==> config.mk <==
export PLATFORM = sky130hd
export DESIGN_NAME = elevator_request_scheduler
export DESIGN_NICKNAME = d
export VERILOG_FILES = /design/src/erq_pkg.sv /design/src/erq_pending.sv /design/src/erq_search.sv /design/src/elevator_request_scheduler.sv
export VERILOG_INCLUDE_DIRS = /design/src /design/src/src
export SDC_FILE = /design/constraint.sdc
export NUM_CORES = 1
export LEC_CHECK = 0
export ABC_AREA = 0
export BUFFER_PORTS_ARGS = -buffer_cell sky130_fd_sc_hd__buf_2
export CAP_MARGIN = 5
export CORE_MARGIN = 8
export CORE_UTILIZATION = 40
export DETAILED_ROUTE_END_ITERATION = 7
export MAX_ROUTING_LAYER = met4
export SYNTH_ARGS = -nofsm -noshare
export SYNTH_HDL_FRONTEND = slang
export SYNTH_HIERARCHICAL = 1
export SYNTH_SLANG_ARGS = --single-unit
==> constraint.sdc <==
create_clock -name aclk -period 5.4 [get_ports aclk]
set_input_delay 0.27 -clock aclk [delete_from_list [all_inputs] [get_ports aclk]]
set_output_delay 0.27 -clock aclk [all_outputs]
set_load 0.01 [all_outputs]
==> src/assert_macros.svh <==
// Assertion macros used by the request scheduler top level.
// No dependencies; checks drop out when SYNTHESIS is defined.
`ifndef ASSERT_MACROS_SVH
`define ASSERT_MACROS_SVH
`ifndef SYNTHESIS
`define ERQ_ASSERT_IMPLY(lbl, clk, rst_n, ante, cons) \
    lbl: assert property (@(posedge clk) disable iff (!(rst_n)) (ante) |-> (cons)) \
        else $error("erq: implication check failed");
`define ERQ_ASSERT_NEXT(lbl, clk, rst_n, ante, cons) \
    lbl: assert property (@(posedge clk) disable iff (!(rst_n)) (ante) |=> (cons)) \
        else $error("erq: next-cycle check failed");
`else
`define ERQ_ASSERT_IMPLY(lbl, clk, rst_n, ante, cons)
`define ERQ_ASSERT_NEXT(lbl, clk, rst_n, ante, cons)
`endif
`endif

==> src/erq_pkg.sv <==
// Types and codes shared by the elevator request scheduler.
// No dependencies.
`timescale 1ns / 1ps

package erq_pkg;

    localparam int TDATA_W = 8;

    localparam logic [1:0] FUNC_NONE   = 2'd0;
    localparam logic [1:0] FUNC_ADD    = 2'd1;
    localparam logic [1:0] FUNC_REMOVE = 2'd2;
    localparam logic [1:0] FUNC_CLEAR  = 2'd3;

    localparam logic DIR_UP   = 1'b0;
    localparam logic DIR_DOWN = 1'b1;

    // Input beat, func in the lowest bits
    typedef struct packed {
        logic       car_dir;
        logic [1:0] car_floor;
        logic       req_direction;
        logic [1:0] req_floor;
        logic [1:0] func;
    } item_t;

    // Result beat, target_found in the lowest bit
    typedef struct packed {
        logic       tgt_dir;
        logic [1:0] tgt_floor;
        logic       target_found;
    } result_t;

endpackage

==> src/erq_pending.sv <==
// Pending up/down request bits and their per-beat update.
// Depends on erq_pkg.
`timescale 1ns / 1ps

module erq_pending
    import erq_pkg::*;
#(
    parameter int FLOORS = 4
) (
    input  logic              aclk,
    input  logic              aresetn,
    input  logic              upd_en,
    input  item_t             item,
    output logic [FLOORS-1:0] up_reg,
    output logic [FLOORS-1:0] down_reg,
    output logic [FLOORS-1:0] up_next,
    output logic [FLOORS-1:0] down_next
);

    logic [FLOORS-1:0] bit_sel;
    logic              floor_ok;

    assign floor_ok = int'(item.req_floor) < FLOORS;
    assign bit_sel  = {{(FLOORS-1){1'b0}}, 1'b1} << item.req_floor;

    always_comb begin
        up_next   = up_reg;
        down_next = down_reg;
        unique case (item.func)
            FUNC_ADD: begin
                if (floor_ok) begin
                    if (item.req_direction == DIR_UP) begin
                        up_next = up_reg | bit_sel;
                    end else begin
                        down_next = down_reg | bit_sel;
                    end
                end
            end
            FUNC_REMOVE: begin
                if (floor_ok) begin
                    if (item.req_direction == DIR_UP) begin
                        up_next = up_reg & ~bit_sel;
                    end else begin
                        down_next = down_reg & ~bit_sel;
                    end
                end
            end
            FUNC_CLEAR: begin
                up_next   = '0;
                down_next = '0;
            end
            default: begin
            end
        endcase
    end

    always_ff @(posedge aclk) begin
        if (!aresetn) begin
            up_reg   <= '0;
            down_reg <= '0;
        end else if (upd_en) begin
            up_reg   <= up_next;
            down_reg <= down_next;
        end
    end

endmodule

==> src/erq_search.sv <==
// SCAN target selection over the updated pending bits.
// Depends on erq_pkg.
`timescale 1ns / 1ps

module erq_search
    import erq_pkg::*;
#(
    parameter int FLOORS = 4
) (
    input  logic [FLOORS-1:0] up_pend,
    input  logic [FLOORS-1:0] down_pend,
    input  logic [1:0]        car_floor,
    input  logic              car_dir,
    output result_t           result
);

    localparam int FW = (FLOORS > 4) ? $clog2(FLOORS) : 2;

    logic [FW-1:0]     cf_ext;
    logic [FW-1:0]     cf_sat;
    logic [FLOORS-1:0] ge_mask;
    logic [FLOORS-1:0] le_mask;
    logic [FLOORS-1:0] up_ahead;
    logic [FLOORS-1:0] down_ahead;
    logic [FW-1:0]     up_ahead_lo;
    logic [FW-1:0]     up_lo;
    logic [FW-1:0]     down_ahead_hi;
    logic [FW-1:0]     down_hi;
    logic [FW-1:0]     pick;

    assign cf_ext = FW'(car_floor);
    assign cf_sat = (cf_ext > FW'(FLOORS - 1)) ? FW'(FLOORS - 1) : cf_ext;

    always_comb begin
        for (int i = 0; i < FLOORS; i++) begin
            ge_mask[i] = FW'(i) >= cf_sat;
            le_mask[i] = FW'(i) <= cf_sat;
        end
    end

    assign up_ahead   = up_pend & ge_mask;
    assign down_ahead = down_pend & le_mask;

    // lowest set bits
    always_comb begin
        up_ahead_lo = '0;
        up_lo       = '0;
        for (int i = FLOORS - 1; i >= 0; i--) begin
            if (up_ahead[i]) begin
                up_ahead_lo = FW'(i);
            end
            if (up_pend[i]) begin
                up_lo = FW'(i);
            end
        end
    end

    // highest set bits
    always_comb begin
        down_ahead_hi = '0;
        down_hi       = '0;
        for (int i = 0; i < FLOORS; i++) begin
            if (down_ahead[i]) begin
                down_ahead_hi = FW'(i);
            end
            if (down_pend[i]) begin
                down_hi = FW'(i);
            end
        end
    end

    always_comb begin
        result.target_found = (|up_pend) | (|down_pend);
        result.tgt_dir      = DIR_UP;
        pick                = '0;
        if (car_dir == DIR_UP) begin
            priority if (|up_ahead) begin
                pick = up_ahead_lo;
            end else if (|down_pend) begin
                pick           = down_hi;
                result.tgt_dir = DIR_DOWN;
            end else if (|up_pend) begin
                pick = up_lo;
            end
        end else begin
            priority if (|down_ahead) begin
                pick           = down_ahead_hi;
                result.tgt_dir = DIR_DOWN;
            end else if (|up_pend) begin
                pick = up_lo;
            end else if (|down_pend) begin
                pick           = down_hi;
                result.tgt_dir = DIR_DOWN;
            end
        end
        result.tgt_floor = pick[1:0];
    end

endmodule

==> src/elevator_request_scheduler.sv <==
// Elevator request scheduler, top level: input register, pending bits,
// SCAN search and result register. Depends on erq_pkg, erq_pending,
// erq_search and assert_macros.svh.
//
// Usage: each beat on the s_ channel carries one request change (none, add,
// remove, clear all) together with the car's floor and travel direction.
// The block applies the change to its pending up/down bits and returns one
// beat on the m_ channel with the next floor to serve, its direction and a
// found flag. Beats are answered strictly in order, one result per beat.
// An accepted beat lands in the input register; its result is then registered in the result register and shown on m_.
// Throughput: one beat per cycle while m_tready is high; the bit update and
// fixed-priority search lie combinationally between the input and result registers.
// Reset (aresetn low, synchronous) clears all pending bits and empties
// both registers. When the receiver holds m_tready low the result waits in
// place; one further beat is held in the input register, after which
// s_tready falls until the result is taken.
`timescale 1ns / 1ps
`include "assert_macros.svh"

module elevator_request_scheduler
    import erq_pkg::*;
#(
    parameter int FLOORS = 4
) (
    input  logic               aclk,
    input  logic               aresetn,
    input  logic               s_tvalid,
    output logic               s_tready,
    // [1:0] func, [3:2] req_floor, [4] req_direction,
    // [6:5] car_floor, [7] car_dir
    input  logic [TDATA_W-1:0] s_tdata,
    output logic               m_tvalid,
    input  logic               m_tready,
    // [0] target_found, [2:1] tgt_floor, [3] tgt_dir, [7:4] zero
    output logic [TDATA_W-1:0] m_tdata
);

    item_t             item_reg;
    logic              item_valid_reg;
    result_t           res_reg;
    logic              res_valid_reg;
    result_t           res_next;
    logic              advance;
    logic [FLOORS-1:0] up_reg;
    logic [FLOORS-1:0] down_reg;
    logic [FLOORS-1:0] up_next;
    logic [FLOORS-1:0] down_next;
    logic              res_empty;
    logic              stalled;
    logic              clear_beat;
    logic              add_beat;

    assign advance  = item_valid_reg && (!res_valid_reg || m_tready);
    assign s_tready = !item_valid_reg || advance;

    always_ff @(posedge aclk) begin
        if (!aresetn) begin
            item_valid_reg <= 1'b0;
        end else if (s_tready) begin
            item_valid_reg <= s_tvalid;
        end
    end

    always_ff @(posedge aclk) begin
        if (s_tready && s_tvalid) begin
            item_reg <= item_t'(s_tdata);
        end
    end

    erq_pending #(
        .FLOORS (FLOORS)
    ) u_pending (
        .aclk      (aclk),
        .aresetn   (aresetn),
        .upd_en    (advance),
        .item      (item_reg),
        .up_reg    (up_reg),
        .down_reg  (down_reg),
        .up_next   (up_next),
        .down_next (down_next)
    );

    erq_search #(
        .FLOORS (FLOORS)
    ) u_search (
        .up_pend   (up_next),
        .down_pend (down_next),
        .car_floor (item_reg.car_floor),
        .car_dir   (item_reg.car_dir),
        .result    (res_next)
    );

    always_ff @(posedge aclk) begin
        if (!aresetn) begin
            res_valid_reg <= 1'b0;
        end else if (advance) begin
            res_valid_reg <= 1'b1;
        end else if (m_tready) begin
            res_valid_reg <= 1'b0;
        end
    end

    always_ff @(posedge aclk) begin
        if (advance) begin
            res_reg <= res_next;
        end
    end

    assign m_tvalid = res_valid_reg;
    assign m_tdata  = {{(TDATA_W - $bits(result_t)){1'b0}}, res_reg};

    assign res_empty  = m_tvalid && !m_tdata[0];
    assign stalled    = m_tvalid && !m_tready;
    assign clear_beat = advance && item_reg.func == FUNC_CLEAR;
    assign add_beat   = advance && item_reg.func == FUNC_ADD && int'(item_reg.req_floor) < FLOORS;

    `ERQ_ASSERT_IMPLY(a_empty_zero, aclk, aresetn, res_empty, m_tdata[3:1] == 3'd0)
    `ERQ_ASSERT_IMPLY(a_stall_full, aclk, aresetn, !s_tready, item_valid_reg && stalled)
    `ERQ_ASSERT_NEXT(a_clear_empty, aclk, aresetn, clear_beat, res_empty && ~|up_reg && ~|down_reg)
    `ERQ_ASSERT_NEXT(a_add_found, aclk, aresetn, add_beat, m_tvalid && m_tdata[0])

endmodule
[Word-level counts from Yosys, hierarchy flattened]
Index checks and enable logic that the tools add are counted.
Word-level totals
  register bits: 22
  logic and storage cells: 79
Cells by class
  order comparisons: 9
  equal/unequal tests: 3
  shift operators: 1
  mux-type cells: 35
  bitwise operators: 8
  reductions and logical operators: 11
Operators by type and width (number)
  2-bit 2-to-1 mux: 20
  4-bit one-hot mux with 3 select lines: 2
  4-bit AND: 4
  4-bit 2-to-1 mux: 4
  4-bit OR reduction: 4
  1-bit 2-to-1 mux: 9
  4-bit bitwise OR: 2
  2-bit == test (second input constant): 2
  1-bit by 2-bit >= comparator with 1-bit output (first input constant): 2
  2-bit >= comparator (first input constant): 2
  1-bit by 2-bit less-or-equal comparator with 1-bit output (first input constant): 2
  2-bit less-or-equal comparator (first input constant): 2
  4-bit NOT: 1
  1-bit by 2-bit left shift with 4-bit output (first input constant): 1
  2-bit by 1-bit == test with 1-bit output (second input constant): 1
  2-bit > comparator (second input constant): 1
  1-bit logical AND: 2
  1-bit zero test: 2
  1-bit logical OR: 2
  2-bit nonzero test: 1
  1-bit bitwise OR: 1

[Depth between registers and ports, before layout]
Gate-level depths: netlist of the first run.
  depth after elaboration: 13
  mapped depth: 8

[Modules after synthesis]
The synthesis of the first run kept the hierarchy.
Modules (own cells, without submodules)
  erq_pending: instances 1, cells each 68, area each 613.1 sq um, seq. area each 160.2 sq um
  elevator_request_scheduler: instances 1, cells each 26, area each 498.0 sq um, seq. area each 400.4 sq um
  erq_search: instances 1, cells each 41, area each 294.0 sq um, seq. area each 0.0 sq um

[Worst setup path after synthesis of the first run]
OpenSTA, ideal clock, no wires.
  path type: register to register
  from: register item_reg[2] (netlist name)
  to: register res_reg, in the netlist m_tdata[2] (data pin)
  library setup time: 0.129 ns
  arrival: 2.101 ns
  setup slack: 3.170 ns
  stages on the path, launching flop included: 8
  period minus slack after synthesis: 2.230 ns
  cell sequence: edfxtp_1 nand3b_1 and3b_1 a211o_1 a21o_1 a211o_1 o41ai_2 a21o_1
RTL lines
  start: declaration: RTL line elevator_request_scheduler.sv:38  | item_t item_reg;
  start signal: assignment: RTL line elevator_request_scheduler.sv:66  | item_reg <= item_t'(s_tdata);
  end signal: assignment: RTL line elevator_request_scheduler.sv:105  | res_reg <= res_next;
  end: declaration: RTL line elevator_request_scheduler.sv:40  | result_t res_reg;

==> flow_metrics.env, run 1 <==
export IMPL_status="finished clean"
export IMPL_die_y_um=75.27
export IMPL_slowest_delay_ns=0.59
export IMPL_grt_pass1_vias=1115
export IMPL_whs_ns=0.1263
export IMPL_grt_max_degree=19
export IMPL_multi_input_area_um2=765.7
export IMPL_nets=162
export IMPL_clockBufferDepth=2
export IMPL_netlist_area_um2=1405
export IMPL_fin_util_pct=45.13
export IMPL_largest_register_ffs=8
export IMPL_die_w_um=75.27
export IMPL_ys_seq_area_share_pct=39.89
export IMPL_place_gp_congestion=0.9443
export IMPL_cap_violations=0
export IMPL_fin_crit_ns=2.513
export IMPL_overflow=0
export IMPL_antenna_found_initial=0
export IMPL_crit_fanout=12
export IMPL_cp_end_kind="register"
export IMPL_leakagePower_uw=0.0006341
export IMPL_rsz0062_at_grt="false"
export IMPL_cts_resized=0
export IMPL_drt_iter0_drc=74
export IMPL_ff_latch_area_um2=560.5
export IMPL_syn_inst=135
export IMPL_cts_tree="built"
export IMPL_critical_path_required_ns=5.48
export IMPL_yosys_top_cells_area="edfxtp_1, dfxtp_1, a21boi_0, o31a_1, a221o_1"
export IMPL_fin_worst_skew_ns=0.005887
export IMPL_grt_pass1_wl_um=5050
export IMPL_vias=1111
export IMPL_synth_cell_type_count=45
export IMPL_port_buffers=17
export IMPL_ys_ff_latch=22
export IMPL_critPathKind="register to register"
export IMPL_clockRootBuffer="clkbuf_4"
export IMPL_synth_warnings=6
export IMPL_wl_um=2890
export IMPL_post_cts_setup_buffers=0
export IMPL_cts_sinks=22
export IMPL_clk_pin_slew_worst_paths_ns=0.13
export IMPL_grt_usage_pct=11.72
export IMPL_synth_ff_type="edfxtp_1"
export IMPL_drt_pass1_iterations=4
export IMPL_slew_headroom_pct=52.81
export IMPL_synth_largest_area_cell="edfxtp_1"
export IMPL_viasPerCell=5.697
export IMPL_crit_arrival_ns=2.59
export IMPL_fin_setup_tns_ns=0
export IMPL_drc=0
export IMPL_tightestPinTransition_ns=0.7079
export IMPL_ir_worst_vdd_uv=130.9
export IMPL_ant_nets=0
export IMPL_syn_to_final_growth_pct=8.015
export IMPL_postSynthAreaPerCell_um2=10.41
export IMPL_drive_gt1_share_pct=20.81
export IMPL_dpl_hpwl_um=2190
export IMPL_synth_top_area_share_pct=25.65
export IMPL_period_share_pct=46.54
export IMPL_startpoint_type="register"
export IMPL_insertion_delay_ns=0.31
export IMPL_stdcell_count=195
export IMPL_rows=21
export IMPL_slowest_stage="edfxtp_1"
export IMPL_hold_path_class="input pin to register"
export IMPL_max_freq_mhz=397.9
export IMPL_core_area_um2=3363
export IMPL_fillCellCount=334
export IMPL_pin_count=22
export IMPL_dieArea_um2=5666
export IMPL_cts_inserted_buffers=3
export IMPL_p_per_area_nw_per_um2=211.8
export IMPL_initial_core_util_pct=41.78
export IMPL_path_cells="nor2b_1, a221o_1, a21o_1, a211o_1, o41ai_2, a21o_1"
export IMPL_cp_common_cell="a21o_1"
export IMPL_holdBufCountCts=0
export IMPL_finalHoldViolCount=0
export IMPL_synth_edf_count=12
export IMPL_synthArstFlopShare_pct=0
export IMPL_placed_cells=191
export IMPL_n_antenna_cell=0
export IMPL_drv_slew=0
export IMPL_htree_levels=1
export IMPL_wire_per_inst_um=14.82
export IMPL_setup_viol=0
-- layout make-up --
| type | instances | area share (%) |
|---|---|---|
| multi-input combinational | 101 | 50.45 |
| sequential | 22 | 36.93 |
| timing repair buffer | 18 | 6.101 |
| tap | 46 | 3.792 |
| clock buffer | 4 | 1.731 |
| inverter | 4 | 0.9893 |
-- critical path: cells and delay by family (launching register included) --
kind               cells  cell delay (ns)
AOI/OAI and AO/OA      5             1.11
DFF                    1             0.59
and+or+nand+nor        1             0.59
-- per-stage QoR --
| stage | setup WS, ns | cell area [um^2] | total power [uW] |
|---|---|---|---|
| 4_1_cts | 2.924 | 1518 | 325.8 |
| 2_1_floorplan | 3.170 | 1416 | 234.2 |
| 6_report | 2.887 | 1518 | 321.4 |
| 5_1_grt | 2.607 | 1518 | 340.4 |
| 3_5_place_dp | 2.936 | 1491 | 246.1 |
| 3_3_place_gp | 2.929 | 1491 | 245.6 |
-- cell usage after synthesis, types with 2 or more instances --
| master | number |
|---|---|
| a211o_1 | 3 |
| a211oi_1 | 2 |
| a21boi_0 | 9 |
| a21o_1 | 3 |
| a21oi_1 | 3 |
| a221o_1 | 5 |
| and3_1 | 5 |
| and3b_1 | 3 |
| buf_2 | 3 |
| buf_4 | 4 |
| buf_6 | 2 |
| dfxtp_1 | 10 |
| edfxtp_1 | 12 |
| inv_1 | 4 |
| nand2_1 | 3 |
| nand2b_1 | 3 |
| nand3_1 | 2 |
| nand3b_1 | 3 |
| nor2_1 | 6 |
| nor2b_1 | 6 |
| nor3b_1 | 4 |
| nor3b_2 | 4 |
| nor4_1 | 2 |
| o21a_1 | 3 |
| o21ai_0 | 5 |
| o31a_1 | 7 |
-- power breakdown --
part	total (uW)	switching, uW	leakage, uW	internal (uW)
sequential	195	9.39	0.000198	185
combinational	47.5	25.9	0.000422	21.6
clock	79.0	50.2	0.0000150	28.8
total	321	85.5	0.000634	236
-- kinds of logic (layout without fill, tap and decap cells) --
family	Yosys count	after routing	synth area share, %
other cells	1	4	0.2669
simple gates	46	46	24.22
buf+inv	15	26	6.410
flops	22	22	39.89
mux	1	1	0.7124
compound gates	50	50	28.50
-- layout by cell type (no fill, tap or decap), types with 2 or more instances in the layout --
cell / count
a211o_1: 3
a211oi_1: 2
a21boi_0: 9
a21o_1: 3
a21oi_1: 3
a221o_1: 5
and3_1: 5
and3b_1: 3
buf_2: 17
clkbuf_4: 3
conb_1: 4
dfxtp_1: 10
edfxtp_1: 12
inv_1: 4
nand2_1: 3
nand2b_1: 3
nand3_1: 2
nand3b_1: 3
nor2_1: 6
nor2b_1: 6
nor3b_1: 4
nor3b_2: 4
nor4_1: 2
o21a_1: 3
o21ai_0: 5
o31a_1: 7
-- worst paths after layout --
| path | cells after the start | slack (ns) | endpoint | from |
|---|---|---|---|---|
| worst max-delay path | 6 | 2.89 | m_tdata[2]$_DFFE_PP_ | item_reg[0]$_DFFE_PP_ |
| worst min register to register | 2 | 0.54 | item_valid_reg$_SDFFE_PN0P_ | m_tvalid$_SDFFE_PN0P_ |
| worst max register to register | 6 | 2.89 | m_tdata[2]$_DFFE_PP_ | item_reg[0]$_DFFE_PP_ |
| worst min-delay path | 1 | 0.13 | item_reg[6]$_DFFE_PP_ | s_tdata[6] |
-- routing by layer --
metal,vias up,global-route usage (%),share of wire (%)
li1,545,-,-
met3,6,1.864,5.5
met4,0,4.478,2.0
met1,521,14.30,47
met5,-,-,0
met2,39,18.91,46
No activity file was read; power rests on OpenSTA's default activity.
==> inputs of run 2 (changes only) <==
==> constraint.sdc (replaced) <==
create_clock -name aclk -period 2.2 [get_ports aclk]
set_input_delay 0.11 -clock aclk [delete_from_list [all_inputs] [get_ports aclk]]
set_output_delay 0.11 -clock aclk [all_outputs]
set_load 0.01 [all_outputs]
==> flow_metrics.env, run 2 (same netlist as run 1, synthesis figures left out) <==
export IMPL_insertion_delay_ns=0.31
export IMPL_htree_levels=1
export IMPL_cap_violations=0
export IMPL_drc=0
export IMPL_leakagePower_uw=0.0008978
export IMPL_drt_iter0_drc=100
export IMPL_crit_fanout=4
export IMPL_finalHoldViolCount=0
export IMPL_p_comb_share_pct=22.7
export IMPL_whs_endpoint="item_valid_reg$_SDFFE_PN0P_"
export IMPL_period_share_pct=106.7
export IMPL_syn_to_final_growth_pct=40.25
export IMPL_drt_pass1_iterations=4
export IMPL_n_antenna_cell=0
export IMPL_layout_common_cells="buf_4, buf_2, edfxtp_1"
export IMPL_status="complete, but fails checks"
export IMPL_cts_inserted_buffers=3
export IMPL_r2r_setup_slack_ns=-0.15
export IMPL_power_internal_uw=627.7
export IMPL_placed_cells=219
export IMPL_grtUsageMet3_pct=1.997
export IMPL_setup_ws_ns=-0.1480
export IMPL_post_place_ws_ns=-0.09462
export IMPL_grt_pass1_vias=1354
export IMPL_met1_usage_pct=15.18
export IMPL_ir_worst_vdd_uv=367.4
export IMPL_clockBufferDepth=2
export IMPL_fin_crit_ns=2.348
export IMPL_slowest_stage="edfxtp_1"
export IMPL_drive_gt1_share_pct=41.71
export IMPL_p_sw_uw=237.2
export IMPL_p_per_area_nw_per_um2=438.9
export IMPL_setup_viol=3
export IMPL_nets=212
export IMPL_layout_commonest_cell="buf_4"
export IMPL_multi_input_area_um2=815.8
export IMPL_die_w_um=75.27
export IMPL_cp_end_kind="register"
export IMPL_power_frac_seq_pct=54.5
export IMPL_core_area_um2=3363
export IMPL_critPathKind="register to register"
export IMPL_timing_rr_start="item_reg[3]$_DFFE_PP_"
export IMPL_die_y_um=75.27
export IMPL_violations="setup timing"
export IMPL_antenna_found_initial=0
export IMPL_grt_max_degree=19
export IMPL_startpoint_type="register"
export IMPL_max_freq_mhz=425.9
export IMPL_vias=1340
export IMPL_cp_common_cell="buf_4"
export IMPL_pin_count=22
export IMPL_grt_pass1_wl_um=5837
export IMPL_place_area_um2=1702
export IMPL_dieArea_um2=5666
export IMPL_fin_util_pct=58.59
export IMPL_hold_path_class="input pin to register"
export IMPL_stdcell_count=245
export IMPL_largest_register_ffs=8
export IMPL_port_buffers=17
export IMPL_path_cells="buf_4, nor3b_4, nor3b_2, a221o_1, buf_4, buf_4, a211o_1, o41ai_2, a21o_1"
export IMPL_dpl_hpwl_um=2387
export IMPL_p_sw_share_pct=27.42
export IMPL_rsz0062_at_grt="true"
export IMPL_crit_arrival_ns=2.54
export IMPL_drv_slew=0
export IMPL_wire_per_inst_um=14.74
export IMPL_clk_pin_slew_worst_paths_ns=0.13
export IMPL_overflow=0
export IMPL_met2_usage_pct=23.32
export IMPL_rows=21
export IMPL_r2r_cells=9
export IMPL_initial_core_util_pct=41.78
export IMPL_ant_nets=0
export IMPL_total_power_uw=864.9
export IMPL_cts_sinks=22
export IMPL_fin_worst_skew_ns=0.008458
export IMPL_clockRootBuffer="clkbuf_4"
export IMPL_slowest_delay_ns=0.46
export IMPL_power_frac_clock_pct=22.8
export IMPL_holdPathStages=3
export IMPL_viasPerCell=5.469
export IMPL_wl_um=3611
export IMPL_grt_busiest_layer="met2"
export IMPL_fillCellCount=307
export IMPL_r2r_end="m_tdata[2]$_DFFE_PP_"
export IMPL_critical_path_required_ns=2.39
export IMPL_cts_tree="built"
export IMPL_ff_latch_area_um2=560.5
export IMPL_place_gp_congestion=0.8794
export IMPL_grt_usage_pct=13.50
export IMPL_postLayoutCellArea_um2=1971
export IMPL_hp_start="s_tvalid"
## run 2: cell types whose count changed in the layout (fill, tap and decap cells not counted), sizes merged
cell         before  now
buf              18   60
dlygate4sd3       0    8
clkbuf            4    3
clkinv            0    1
## run 2: area by class of cell
type,instances,share of cell area [%]
repair buffers,68,25.14
clock buffers,3,1.143
well taps,46,2.921
inverters,4,0.7619
flip-flops and latches,22,28.44
multi-input cells,101,41.40
clock inverters,1,0.1905
## run 2: through the flow
step                TNS (ns)  hold slack, ns
floorplan                  0          0.2089
global placement     -0.2258          0.2859
detailed placement   -0.2508          0.2894
CTS                  -0.1247         0.02795
global route         -0.8017         0.05041
finish               -0.4051         0.04921
## run 2: power by group through the flow
stage	Combinational (uW)	Sequential (uW)	Clock [uW]
2_1_floorplan	94.4	480	0
3_3_place_gp	148	481	0
3_5_place_dp	149	482	0
4_1_cts	180	470	206
5_1_grt	212	474	215
6_report	196	472	197
## run 2: worst max-delay path by stage
stage,start,to,cells after the start
global route,item_reg[3]$_DFFE_PP_,m_tdata[1]$_DFFE_PP_,8
global placement,item_reg[1]$_DFFE_PP_,m_tdata[1]$_DFFE_PP_,6
detailed placement,item_reg[2]$_DFFE_PP_,m_tdata[1]$_DFFE_PP_,8
CTS,item_reg[2]$_DFFE_PP_,m_tdata[2]$_DFFE_PP_,8
finish,item_reg[3]$_DFFE_PP_,m_tdata[2]$_DFFE_PP_,9
floorplan,item_reg[2]$_DFFE_PP_,m_tdata[2]$_DFFE_PP_,7
## run 2: repair_timing
action                     CTS  global route
pin swaps                    7             2
setup endpoints to repair    3             4
hold buffers                 8             0
buffers inserted             9             5
hold endpoints to repair     8             0
resized for setup            7             8
## run 2: metal layers
layer  routed length [um]  share of wire, %  up-vias
met5                    0                 0        -
met4                   44               1.2        0
met3                  181               5.0        4
met2                 1846                51       40
met1                 1539                43      647
li1                     -                 -      649
## run 2: critical path, delay by kind of cell (launching register included)
family	cells	cell delay, ns
flip-flops	1	0.46
AO/OA/AOI/OAI	4	1.03
buffers and inverters	3	0.44
AND/OR/NAND/NOR	2	0.30
